`src/plb_pkg.sv`:
```
// ----------------------------------------------------------------------------
// plb_pkg
// Shared types and constants of the positional list buffer.
// ----------------------------------------------------------------------------
`default_nettype none

package plb_pkg;

  localparam int CAPACITY_DEF = 32;

  localparam int VALUE_W = 32;
  localparam int POS_W   = 8;
  localparam int COUNT_W = 6;
  localparam int STAT_W  = 2;
  // wide enough to compare a position against size + 1 for capacities up to 510
  localparam int CMP_W   = 9;

  typedef enum logic [2:0] {
    OP_INS_FRONT = 3'd0,
    OP_INS_BACK  = 3'd1,
    OP_INS_POS   = 3'd2,
    OP_DEL_FRONT = 3'd3,
    OP_DEL_BACK  = 3'd4,
    OP_DEL_POS   = 3'd5,
    OP_LIST      = 3'd6,
    OP_COUNT     = 3'd7
  } opcode_t;

  localparam logic [STAT_W-1:0] ST_DONE    = 2'd0;
  localparam logic [STAT_W-1:0] ST_IGNORED = 2'd1;
  localparam logic [STAT_W-1:0] ST_FULL    = 2'd2;

  // classified command handed from the front to the back
  typedef struct packed {
    logic                      ins;
    logic                      del;
    logic                      lst;
    logic                      at_front;
    logic                      at_back;
    logic signed [VALUE_W-1:0] value;
    logic [POS_W-1:0]          position;
  } cmd_t;

endpackage

`default_nettype wire

```
`src/plb_front.sv`:
```
// ----------------------------------------------------------------------------
// plb_front
// Accepts input items and classifies the opcode into a command.
// ----------------------------------------------------------------------------
`default_nettype none

module plb_front (
  input  wire logic                          in_valid,
  output logic                               in_ready,
  input  wire logic [2:0]                    in_opcode,
  input  wire logic signed [31:0]            in_value,
  input  wire logic [7:0]                    in_position,
  input  wire logic                          q_full,
  output logic                               q_push,
  output plb_pkg::cmd_t                      q_cmd
);
  import plb_pkg::*;

  assign in_ready = !q_full;
  assign q_push   = in_valid && !q_full;

  always_comb begin
    q_cmd          = '0;
    q_cmd.value    = in_value;
    q_cmd.position = in_position;
    unique case (opcode_t'(in_opcode))
      OP_INS_FRONT: begin
        q_cmd.ins      = 1'b1;
        q_cmd.at_front = 1'b1;
      end
      OP_INS_BACK: begin
        q_cmd.ins     = 1'b1;
        q_cmd.at_back = 1'b1;
      end
      OP_INS_POS: begin
        q_cmd.ins = 1'b1;
      end
      OP_DEL_FRONT: begin
        q_cmd.del      = 1'b1;
        q_cmd.at_front = 1'b1;
      end
      OP_DEL_BACK: begin
        q_cmd.del     = 1'b1;
        q_cmd.at_back = 1'b1;
      end
      OP_DEL_POS: begin
        q_cmd.del = 1'b1;
      end
      OP_LIST: begin
        q_cmd.lst = 1'b1;
      end
      default: begin
        // count: no flags set
      end
    endcase
  end

endmodule

`default_nettype wire

```
`src/plb_queue.sv`:
```
// ----------------------------------------------------------------------------
// plb_queue
// Two-entry command queue between the front and the back.
// ----------------------------------------------------------------------------
`default_nettype none

module plb_queue (
  input  wire logic          clk,
  input  wire logic          rst_n,
  input  wire logic          push,
  input  wire plb_pkg::cmd_t push_cmd,
  output logic               full,
  output logic               head_valid,
  output plb_pkg::cmd_t      head_cmd,
  input  wire logic          pop
);
  import plb_pkg::*;

  cmd_t       slot_r [2];
  logic       wr_ptr_r, wr_ptr_nxt;
  logic       rd_ptr_r, rd_ptr_nxt;
  logic [1:0] fill_r, fill_nxt;
  logic       do_pop;

  assign full       = (fill_r == 2'd2);
  assign head_valid = (fill_r != 2'd0);
  assign head_cmd   = slot_r[rd_ptr_r];
  assign do_pop     = pop && head_valid;

  always_comb begin
    wr_ptr_nxt = push   ? !wr_ptr_r : wr_ptr_r;
    rd_ptr_nxt = do_pop ? !rd_ptr_r : rd_ptr_r;
    fill_nxt   = fill_r + 2'(push) - 2'(do_pop);
  end

  always_ff @(posedge clk) begin
    if (!rst_n) begin
      wr_ptr_r <= 1'b0;
      rd_ptr_r <= 1'b0;
      fill_r   <= 2'd0;
    end else begin
      wr_ptr_r <= wr_ptr_nxt;
      rd_ptr_r <= rd_ptr_nxt;
      fill_r   <= fill_nxt;
    end
  end

  always_ff @(posedge clk) begin
    if (push) begin
      slot_r[wr_ptr_r] <= push_cmd;
    end
  end

endmodule

`default_nettype wire

```
`src/plb_back.sv`:
```
// ----------------------------------------------------------------------------
// plb_back
// Shifting cell row, list sequencer and registered result stage.
// ----------------------------------------------------------------------------
`default_nettype none

module plb_back #(
  parameter int CAPACITY = plb_pkg::CAPACITY_DEF
) (
  input  wire logic               clk,
  input  wire logic               rst_n,
  input  wire logic               cmd_valid,
  input  wire plb_pkg::cmd_t      cmd,
  output logic                    cmd_pop,
  output logic                    out_valid,
  input  wire logic               out_ready,
  output logic [1:0]              out_status,
  output logic signed [31:0]      out_item_value,
  output logic [5:0]              out_entry_count,
  output logic                    out_last
);
  import plb_pkg::*;

  localparam int SZW = $clog2(CAPACITY + 1);
  localparam int IW  = $clog2(CAPACITY);

  typedef enum logic [1:0] {
    BK_IDLE = 2'b01,
    BK_LIST = 2'b10
  } bk_state_t;

  bk_state_t                 state_r, state_nxt;
  logic [SZW-1:0]            size_r, size_nxt;
  logic [SZW-1:0]            cnt_r, cnt_nxt;
  logic signed [VALUE_W-1:0] cells_r [CAPACITY];
  logic signed [VALUE_W-1:0] cells_nxt [CAPACITY];

  logic                      slot_free;
  logic                      emit;
  logic [STAT_W-1:0]         res_status;
  logic signed [VALUE_W-1:0] res_value;
  logic                      res_last;
  logic                      do_ins, do_del, do_rot;
  logic [IW-1:0]             idx;
  logic [CMP_W-1:0]          pos_w, size_w;
  logic                      full, empty;

  logic                      out_valid_r;
  logic [STAT_W-1:0]         out_status_r;
  logic signed [VALUE_W-1:0] out_value_r;
  logic [COUNT_W-1:0]        out_count_r;
  logic                      out_last_r;

  assign slot_free = !out_valid_r || out_ready;
  assign pos_w     = CMP_W'(cmd.position);
  assign size_w    = CMP_W'(size_r);
  assign full      = (size_r == SZW'(CAPACITY));
  assign empty     = (size_r == '0);

  // control and sequencing
  always_comb begin
    state_nxt  = state_r;
    size_nxt   = size_r;
    cnt_nxt    = cnt_r;
    cmd_pop    = 1'b0;
    emit       = 1'b0;
    res_status = ST_DONE;
    res_value  = '0;
    res_last   = 1'b1;
    do_ins     = 1'b0;
    do_del     = 1'b0;
    do_rot     = 1'b0;
    idx        = '0;
    unique case (state_r)
      BK_IDLE: begin
        if (cmd_valid && slot_free) begin
          cmd_pop = 1'b1;
          emit    = 1'b1;
          if (cmd.lst) begin
            if (empty) begin
              res_status = ST_IGNORED;
            end else begin
              // the command stays at the queue head until the last entry
              cmd_pop   = 1'b0;
              emit      = 1'b0;
              state_nxt = BK_LIST;
              cnt_nxt   = '0;
            end
          end else if (cmd.ins) begin
            if (full) begin
              res_status = ST_FULL;
            end else if (cmd.at_front) begin
              do_ins = 1'b1;
              idx    = '0;
            end else if (cmd.at_back) begin
              do_ins = 1'b1;
              idx    = IW'(size_r);
            end else if (pos_w == '0 || pos_w > size_w + CMP_W'(1)) begin
              res_status = ST_IGNORED;
            end else begin
              do_ins = 1'b1;
              idx    = IW'(pos_w - CMP_W'(1));
            end
            if (do_ins) begin
              size_nxt = size_r + SZW'(1);
            end
          end else if (cmd.del) begin
            if (empty) begin
              res_status = ST_IGNORED;
            end else if (cmd.at_front) begin
              do_del = 1'b1;
              idx    = '0;
            end else if (cmd.at_back) begin
              do_del = 1'b1;
              idx    = IW'(size_r - SZW'(1));
            end else if (pos_w == '0 || pos_w > size_w) begin
              res_status = ST_IGNORED;
            end else begin
              do_del = 1'b1;
              idx    = IW'(pos_w - CMP_W'(1));
            end
            if (do_del) begin
              size_nxt = size_r - SZW'(1);
            end
          end
        end
      end
      BK_LIST: begin
        if (slot_free) begin
          emit      = 1'b1;
          do_rot    = 1'b1;
          res_value = cells_r[0];
          res_last  = (SZW'(cnt_r + SZW'(1)) == size_r);
          cnt_nxt   = cnt_r + SZW'(1);
          if (res_last) begin
            cmd_pop   = 1'b1;
            state_nxt = BK_IDLE;
          end
        end
      end
      default: begin
        state_nxt = BK_IDLE;
      end
    endcase
  end

  // cell row: insert shifts up, delete shifts down, listing rotates the
  // occupied cells so the front entry is always read from cell 0
  always_comb begin
    for (int i = 0; i < CAPACITY; i++) begin
      cells_nxt[i] = cells_r[i];
    end
    if (do_ins) begin
      if (idx == '0) begin
        cells_nxt[0] = cmd.value;
      end
      for (int i = 1; i < CAPACITY; i++) begin
        if (IW'(i) > idx) begin
          cells_nxt[i] = cells_r[i-1];
        end else if (IW'(i) == idx) begin
          cells_nxt[i] = cmd.value;
        end
      end
    end else if (do_del) begin
      for (int i = 0; i < CAPACITY - 1; i++) begin
        if (IW'(i) >= idx) begin
          cells_nxt[i] = cells_r[i+1];
        end
      end
    end else if (do_rot) begin
      for (int i = 0; i < CAPACITY - 1; i++) begin
        if (SZW'(i + 1) == size_r) begin
          cells_nxt[i] = cells_r[0];
        end else if (SZW'(i + 1) < size_r) begin
          cells_nxt[i] = cells_r[i+1];
        end
      end
      if (full) begin
        cells_nxt[CAPACITY-1] = cells_r[0];
      end
    end
  end

  always_ff @(posedge clk) begin
    if (!rst_n) begin
      state_r     <= BK_IDLE;
      size_r      <= '0;
      cnt_r       <= '0;
      out_valid_r <= 1'b0;
    end else begin
      state_r <= state_nxt;
      size_r  <= size_nxt;
      cnt_r   <= cnt_nxt;
      if (emit) begin
        out_valid_r <= 1'b1;
      end else if (out_ready) begin
        out_valid_r <= 1'b0;
      end
    end
  end

  always_ff @(posedge clk) begin
    for (int i = 0; i < CAPACITY; i++) begin
      cells_r[i] <= cells_nxt[i];
    end
    if (emit) begin
      out_status_r <= res_status;
      out_value_r  <= res_value;
      out_count_r  <= COUNT_W'(size_nxt);
      out_last_r   <= res_last;
    end
  end

  assign out_valid       = out_valid_r;
  assign out_status      = out_status_r;
  assign out_item_value  = out_value_r;
  assign out_entry_count = out_count_r;
  assign out_last        = out_last_r;

  a_size_bound : assert property (@(posedge clk) disable iff (!rst_n)
    size_r <= SZW'(CAPACITY))
    else $error("entry count above capacity");

  a_list_nonempty : assert property (@(posedge clk) disable iff (!rst_n)
    state_r == BK_LIST |-> (size_r != '0) && (cnt_r < size_r))
    else $error("list walk outside occupied cells");

  a_size_step : assert property (@(posedge clk) disable iff (!rst_n)
    ##1 (size_r == $past(size_r) || size_r == $past(size_r) + SZW'(1) ||
         size_r == $past(size_r) - SZW'(1)))
    else $error("entry count moved by more than one");

  a_list_holds_size : assert property (@(posedge clk) disable iff (!rst_n)
    state_r == BK_LIST |=> size_r == $past(size_r))
    else $error("entry count changed during list walk");

endmodule

`default_nettype wire

```
`src/positional_list_buffer.sv`:
```
// ----------------------------------------------------------------------------
// positional_list_buffer
// Bounded ordered list of signed 32-bit values with positional insert and
// delete, listing and count.
// ----------------------------------------------------------------------------
// Usage: items enter on the in_ channel (opcode, value, position) with
// valid/ready and results leave on the out_ channel with valid/ready.
// The front decodes each item into a two-entry queue; the back keeps the
// entries in a row of shifting cells and owns a registered result stage.
// An accepted item is queued, taken by the back from the queue head, and
// its result registered in the result stage. Every opcode but listing is
// handled in the idle state, so one item per cycle is sustained while the
// receiver is ready. A listing first enters the list state without a
// result, then emits one result per entry; the cell row rotates once per
// entry so each value is read from the front cell. Only listing emits
// more than one result; the final result of every item has out_last set.
// When the receiver stalls the result register holds, the back stops, and
// the queue absorbs up to two more items before in_ready drops. Reset
// clears the entry count, the queue and the result valid flag; cell
// contents are not cleared and are never read unless occupied.
// ----------------------------------------------------------------------------
`default_nettype none

module positional_list_buffer #(
  parameter int CAPACITY = plb_pkg::CAPACITY_DEF
) (
  input  wire logic               clk,
  input  wire logic               rst_n,
  input  wire logic               in_valid,
  output logic                    in_ready,
  input  wire logic [2:0]         in_opcode,
  input  wire logic signed [31:0] in_value,
  input  wire logic [7:0]         in_position,
  output logic                    out_valid,
  input  wire logic               out_ready,
  output logic [1:0]              out_status,
  output logic signed [31:0]      out_item_value,
  output logic [5:0]              out_entry_count,
  output logic                    out_last
);
  import plb_pkg::*;

  logic q_full;
  logic q_push;
  cmd_t q_cmd;
  logic head_valid;
  cmd_t head_cmd;
  logic cmd_pop;

  plb_front u_front (
    .in_valid    (in_valid),
    .in_ready    (in_ready),
    .in_opcode   (in_opcode),
    .in_value    (in_value),
    .in_position (in_position),
    .q_full      (q_full),
    .q_push      (q_push),
    .q_cmd       (q_cmd)
  );

  plb_queue u_queue (
    .clk        (clk),
    .rst_n      (rst_n),
    .push       (q_push),
    .push_cmd   (q_cmd),
    .full       (q_full),
    .head_valid (head_valid),
    .head_cmd   (head_cmd),
    .pop        (cmd_pop)
  );

  plb_back #(
    .CAPACITY (CAPACITY)
  ) u_back (
    .clk             (clk),
    .rst_n           (rst_n),
    .cmd_valid       (head_valid),
    .cmd             (head_cmd),
    .cmd_pop         (cmd_pop),
    .out_valid       (out_valid),
    .out_ready       (out_ready),
    .out_status      (out_status),
    .out_item_value  (out_item_value),
    .out_entry_count (out_entry_count),
    .out_last        (out_last)
  );

endmodule

`default_nettype wire
```
`config.mk`:
```
export PLATFORM = sky130hd
export DESIGN_NAME = positional_list_buffer
export DESIGN_NICKNAME = d
export VERILOG_FILES = /design/src/plb_pkg.sv /design/src/plb_front.sv /design/src/plb_queue.sv /design/src/plb_back.sv /design/src/positional_list_buffer.sv
export SDC_FILE = /design/constraint.sdc
export NUM_CORES = 2
export LEC_CHECK = 0
export BUFFER_PORTS_ARGS = -buffer_cell sky130_fd_sc_hd__buf_2
export CORE_MARGIN = 1
export CORE_UTILIZATION = 55
export DETAILED_ROUTE_END_ITERATION = 16
export MAX_ROUTING_LAYER = met4
export PLACE_DENSITY = 0.71
export SKIP_CTS_REPAIR_TIMING = 1
export SYNTH_ARGS = -nofsm -noshare
export SYNTH_HDL_FRONTEND = slang
export SYNTH_SLANG_ARGS = --single-unit
```
`constraint.sdc`:
```
create_clock -name clk -period 6.7 [get_ports clk]
set_clock_uncertainty 0.2 [all_clocks]
set_input_delay 1.34 -clock clk [delete_from_list [all_inputs] [get_ports clk]]
set_output_delay 1.34 -clock clk [all_outputs]
set_load 0.01 [all_outputs]
```
==> run metrics <==
standby leakage power=25.96 nW; routed wire length=between 200 and 300 mm; final core area utilization=61.35%; Die Area=124,600 µm²; number of flops mapped to enable cells by yosys=between 1,000 and 1,500; post-DP HPWL=164.4 mm; total cell area at the placement stage=slightly above 70,000 µm²; Sink Count=1,175; critical path endpoint category=register; average vias per placed instance=7.622; Achievable Freq=165.9 MHz; data arrival time of the critical path=6370 ps; Synth Instances=6,395; number of remaining DRC errors=0; run status=finished clean; Setup-failing EPs final=0; Synth Warn #=0; syn_nets=between 6,000 and 7,000; clock root buffer master=sky130_fd_sc_hd__clkbuf_16; final design instance area without fill=74,870 µm²; first-pass GRT wire length=394.4 mm; class of the worst hold path=reg -> reg; area grow syn2layout=10.53%; row cnt=128; placeable core region=approximately 120,000 µm²; Primary FF master, synth=sky130_fd_sc_hd__edfxtp_1; share of cells above drive strength 1=~15%; Worst IR Drop VDD=0.3669 mV; library cells used by synthesis=83; Routed Antenna Nets=0; post-synth design cell area=approximately 68,000 µm²; Final Hold Viols=0; final cycle utilization of the critical path=89.99%; Detailed Routing Iterations Pass 1=13; mean instance size in the synthesized netlist=10.59 µm²; required arrival time at the worst endpoint=7040 ps; critical path launch point type=register; Setup CP Type=reg -> reg; initial antenna violation count=11; maximum net fanout on the critical path=17; largest cells by area after synthesis=sky130_fd_sc_hd__edfxtp_1, sky130_fd_sc_hd__mux2i_1, sky130_fd_sc_hd__nor2_1; final RePlAce weighted congestion=0.9885; top cell type's share of synthesized area=51.20%; initial cell density of the core=55.51%; vias in the first global route=roughly 57,000; Chip Width=approximately 350 µm; most frequent cells after synthesis=sky130_fd_sc_hd__edfxtp_1, sky130_fd_sc_hd__mux2i_1, sky130_fd_sc_hd__nor2_1; final critical path time including I/O delays and setup=6030 ps; Longest Clk Path Bufs=3; Die Y-Extent=roughly 350 µm; DRT iter0 DRCs=~12,000; Routed WL per cell=approximately 35 µm; I/O pin count=90; worst slew margin relative to its limit=7.755%; Least-Margin Pin Slew=1384 ps; total clock buffers created by CTS=132; sequential-to-total area share from yosys stat=between 50 and 60%; most used standard cell by instance count after synthesis=sky130_fd_sc_hd__edfxtp_1; final total negative setup slack=0 ps; global route overflow=0; RSZ-0062 raised after global routing=false; clk slew on worst S/H paths=60 ps; cell type contributing the most total cell area after synthesis=sky130_fd_sc_hd__edfxtp_1; gr usage total=44.75%; count of nets after finishing=6,237; clock tree from TritonCTS=yes; clock insertion delay at the later pin of the skew report=810 ps; share of async-settable or async-resettable flops after synthesis=0%; number of port buffers=89; vias after detailed routing=60,250; flop and latch count out of synthesis=1,175; Max H-tree Level=4; power density relative to cell area=323.9 nW/µm²; pins over their slew limit=0; pin count of the biggest net entering global routing=187; post-route total power=24.25 mW; maxcap violations=0
-- logic make-up after synthesis --
logic type,synth area share (%)
adder cells (fa/ha/maj),0.4803
AO/OA/AOI/OAI,18.18
XOR/XNOR,0.3362
multiplexers,12.70
buffers and inverters,4.494
AND/OR/NAND/NOR,12.02
flip-flops,51.79
-- cells in the final DEF, fill, tap and decap left out, types with 28 or more instances in the layout --
cell                        instances
sky130_fd_sc_hd__a211oi_1         137
sky130_fd_sc_hd__a21oi_1          249
sky130_fd_sc_hd__a221o_1           65
sky130_fd_sc_hd__a221oi_1         191
sky130_fd_sc_hd__a31oi_1          280
sky130_fd_sc_hd__buf_12            31
sky130_fd_sc_hd__buf_2             89
sky130_fd_sc_hd__buf_4            210
sky130_fd_sc_hd__clkbuf_16        137
sky130_fd_sc_hd__clkinv_1          44
sky130_fd_sc_hd__edfxtp_1        1155
sky130_fd_sc_hd__inv_1             28
sky130_fd_sc_hd__mux2_2           190
sky130_fd_sc_hd__mux2i_1          643
sky130_fd_sc_hd__nand2_1          502
sky130_fd_sc_hd__nand3_1          181
sky130_fd_sc_hd__nor2_1           571
sky130_fd_sc_hd__nor2b_1          103
sky130_fd_sc_hd__nor3_1           343
sky130_fd_sc_hd__o211ai_1          87
sky130_fd_sc_hd__o21ai_0          268
sky130_fd_sc_hd__o21ai_1           46
sky130_fd_sc_hd__o221a_2           64
sky130_fd_sc_hd__o221ai_1          39
sky130_fd_sc_hd__o22ai_1           83
sky130_fd_sc_hd__o311a_1           33
sky130_fd_sc_hd__o31a_1            33
sky130_fd_sc_hd__or3_1             35
-- layout make-up --
| type | instances | area [µm²] |
|---|---|---|
| Inverter | 50 | 187.7 |
| Timing Repair Buffer | 330 | 2643 |
| Fill cell | 9859 | 47170 |
| Clock inverter | 72 | 837.1 |
| Tap cell | 1625 | 2033 |
| Antenna cell | 15 | 37.54 |
| Multi-Input combinational cell | 4475 | 30520 |
| Sequential cell | 1175 | 35090 |
| Clock buffer | 163 | 3526 |
-- per-stage QoR --
stage	hold slack (ps)	instances	setup slack, ps
floorplan	272.7	6395	268.9
global placement	289.8	7655	1107
detailed placement	305.0	7655	961.8
CTS	313.3	7890	932.8
global route	356.4	7902	591.7
finish	313.5	7905	670.5
-- sequential cells by signal, indices dropped and copies added, names as in the netlist, 2 cells and up, named ones only --
name and flops:
u_back.out_entry_count 6, u_queue.fill_r 2, u_back.size_r 6, u_back.out_status 2, u_back.state_r 2, u_queue.slot_r 90
u_back.out_item_value 32, u_back.cells_r 1024, u_back.cnt_r 6
-- critical path, cell delays in order (launching register included) --
cell and delay, ps:
sky130_fd_sc_hd__dfxtp_1 810, sky130_fd_sc_hd__nand2_1 350, sky130_fd_sc_hd__nor2_1 350, sky130_fd_sc_hd__xnor2_1 110, sky130_fd_sc_hd__ha_1 330, sky130_fd_sc_hd__a21o_1 160
sky130_fd_sc_hd__a211oi_1 240, sky130_fd_sc_hd__o22ai_1 130, sky130_fd_sc_hd__o21a_1 370, sky130_fd_sc_hd__or3_2 860, sky130_fd_sc_hd__o21ai_4 1020, sky130_fd_sc_hd__buf_4 440
sky130_fd_sc_hd__mux2i_1 260, sky130_fd_sc_hd__o21ai_1 80
-- worst paths after layout --
check | start | endpoint | slack, ps | cells past startpoint
setup / recovery | u_back.size_r[3] | u_back.cells_r[0][502] | 670 | 13
setup reg to reg | u_back.size_r[3] | u_back.cells_r[0][502] | 670 | 13
hold reg to reg | u_back.cnt_r[1] | u_back.cnt_r[1] | 310 | 2
hold / removal | u_back.cnt_r[1] | u_back.cnt_r[1] | 310 | 2
-- per-layer routing --
layer | wire length (µm) | track usage [%] | up-vias
met3 | 45410 | 15.04 | 1190
li1 | - | - | 24330
met2 | 113600 | 61.03 | 5853
met5 | 0 | - | -
met1 | 96830 | 56.33 | 28880
met4 | 22040 | 29.48 | 0
-- power by group --
part	internal, mW	leakage, nW	switching (mW)
Sequential	9.65	10.7	0.607
Combinational	1.96	13.2	4.39
Clock	4.40	2.12	3.24
Total	16.0	26.0	8.24
(Power assumes the default switching activity.)
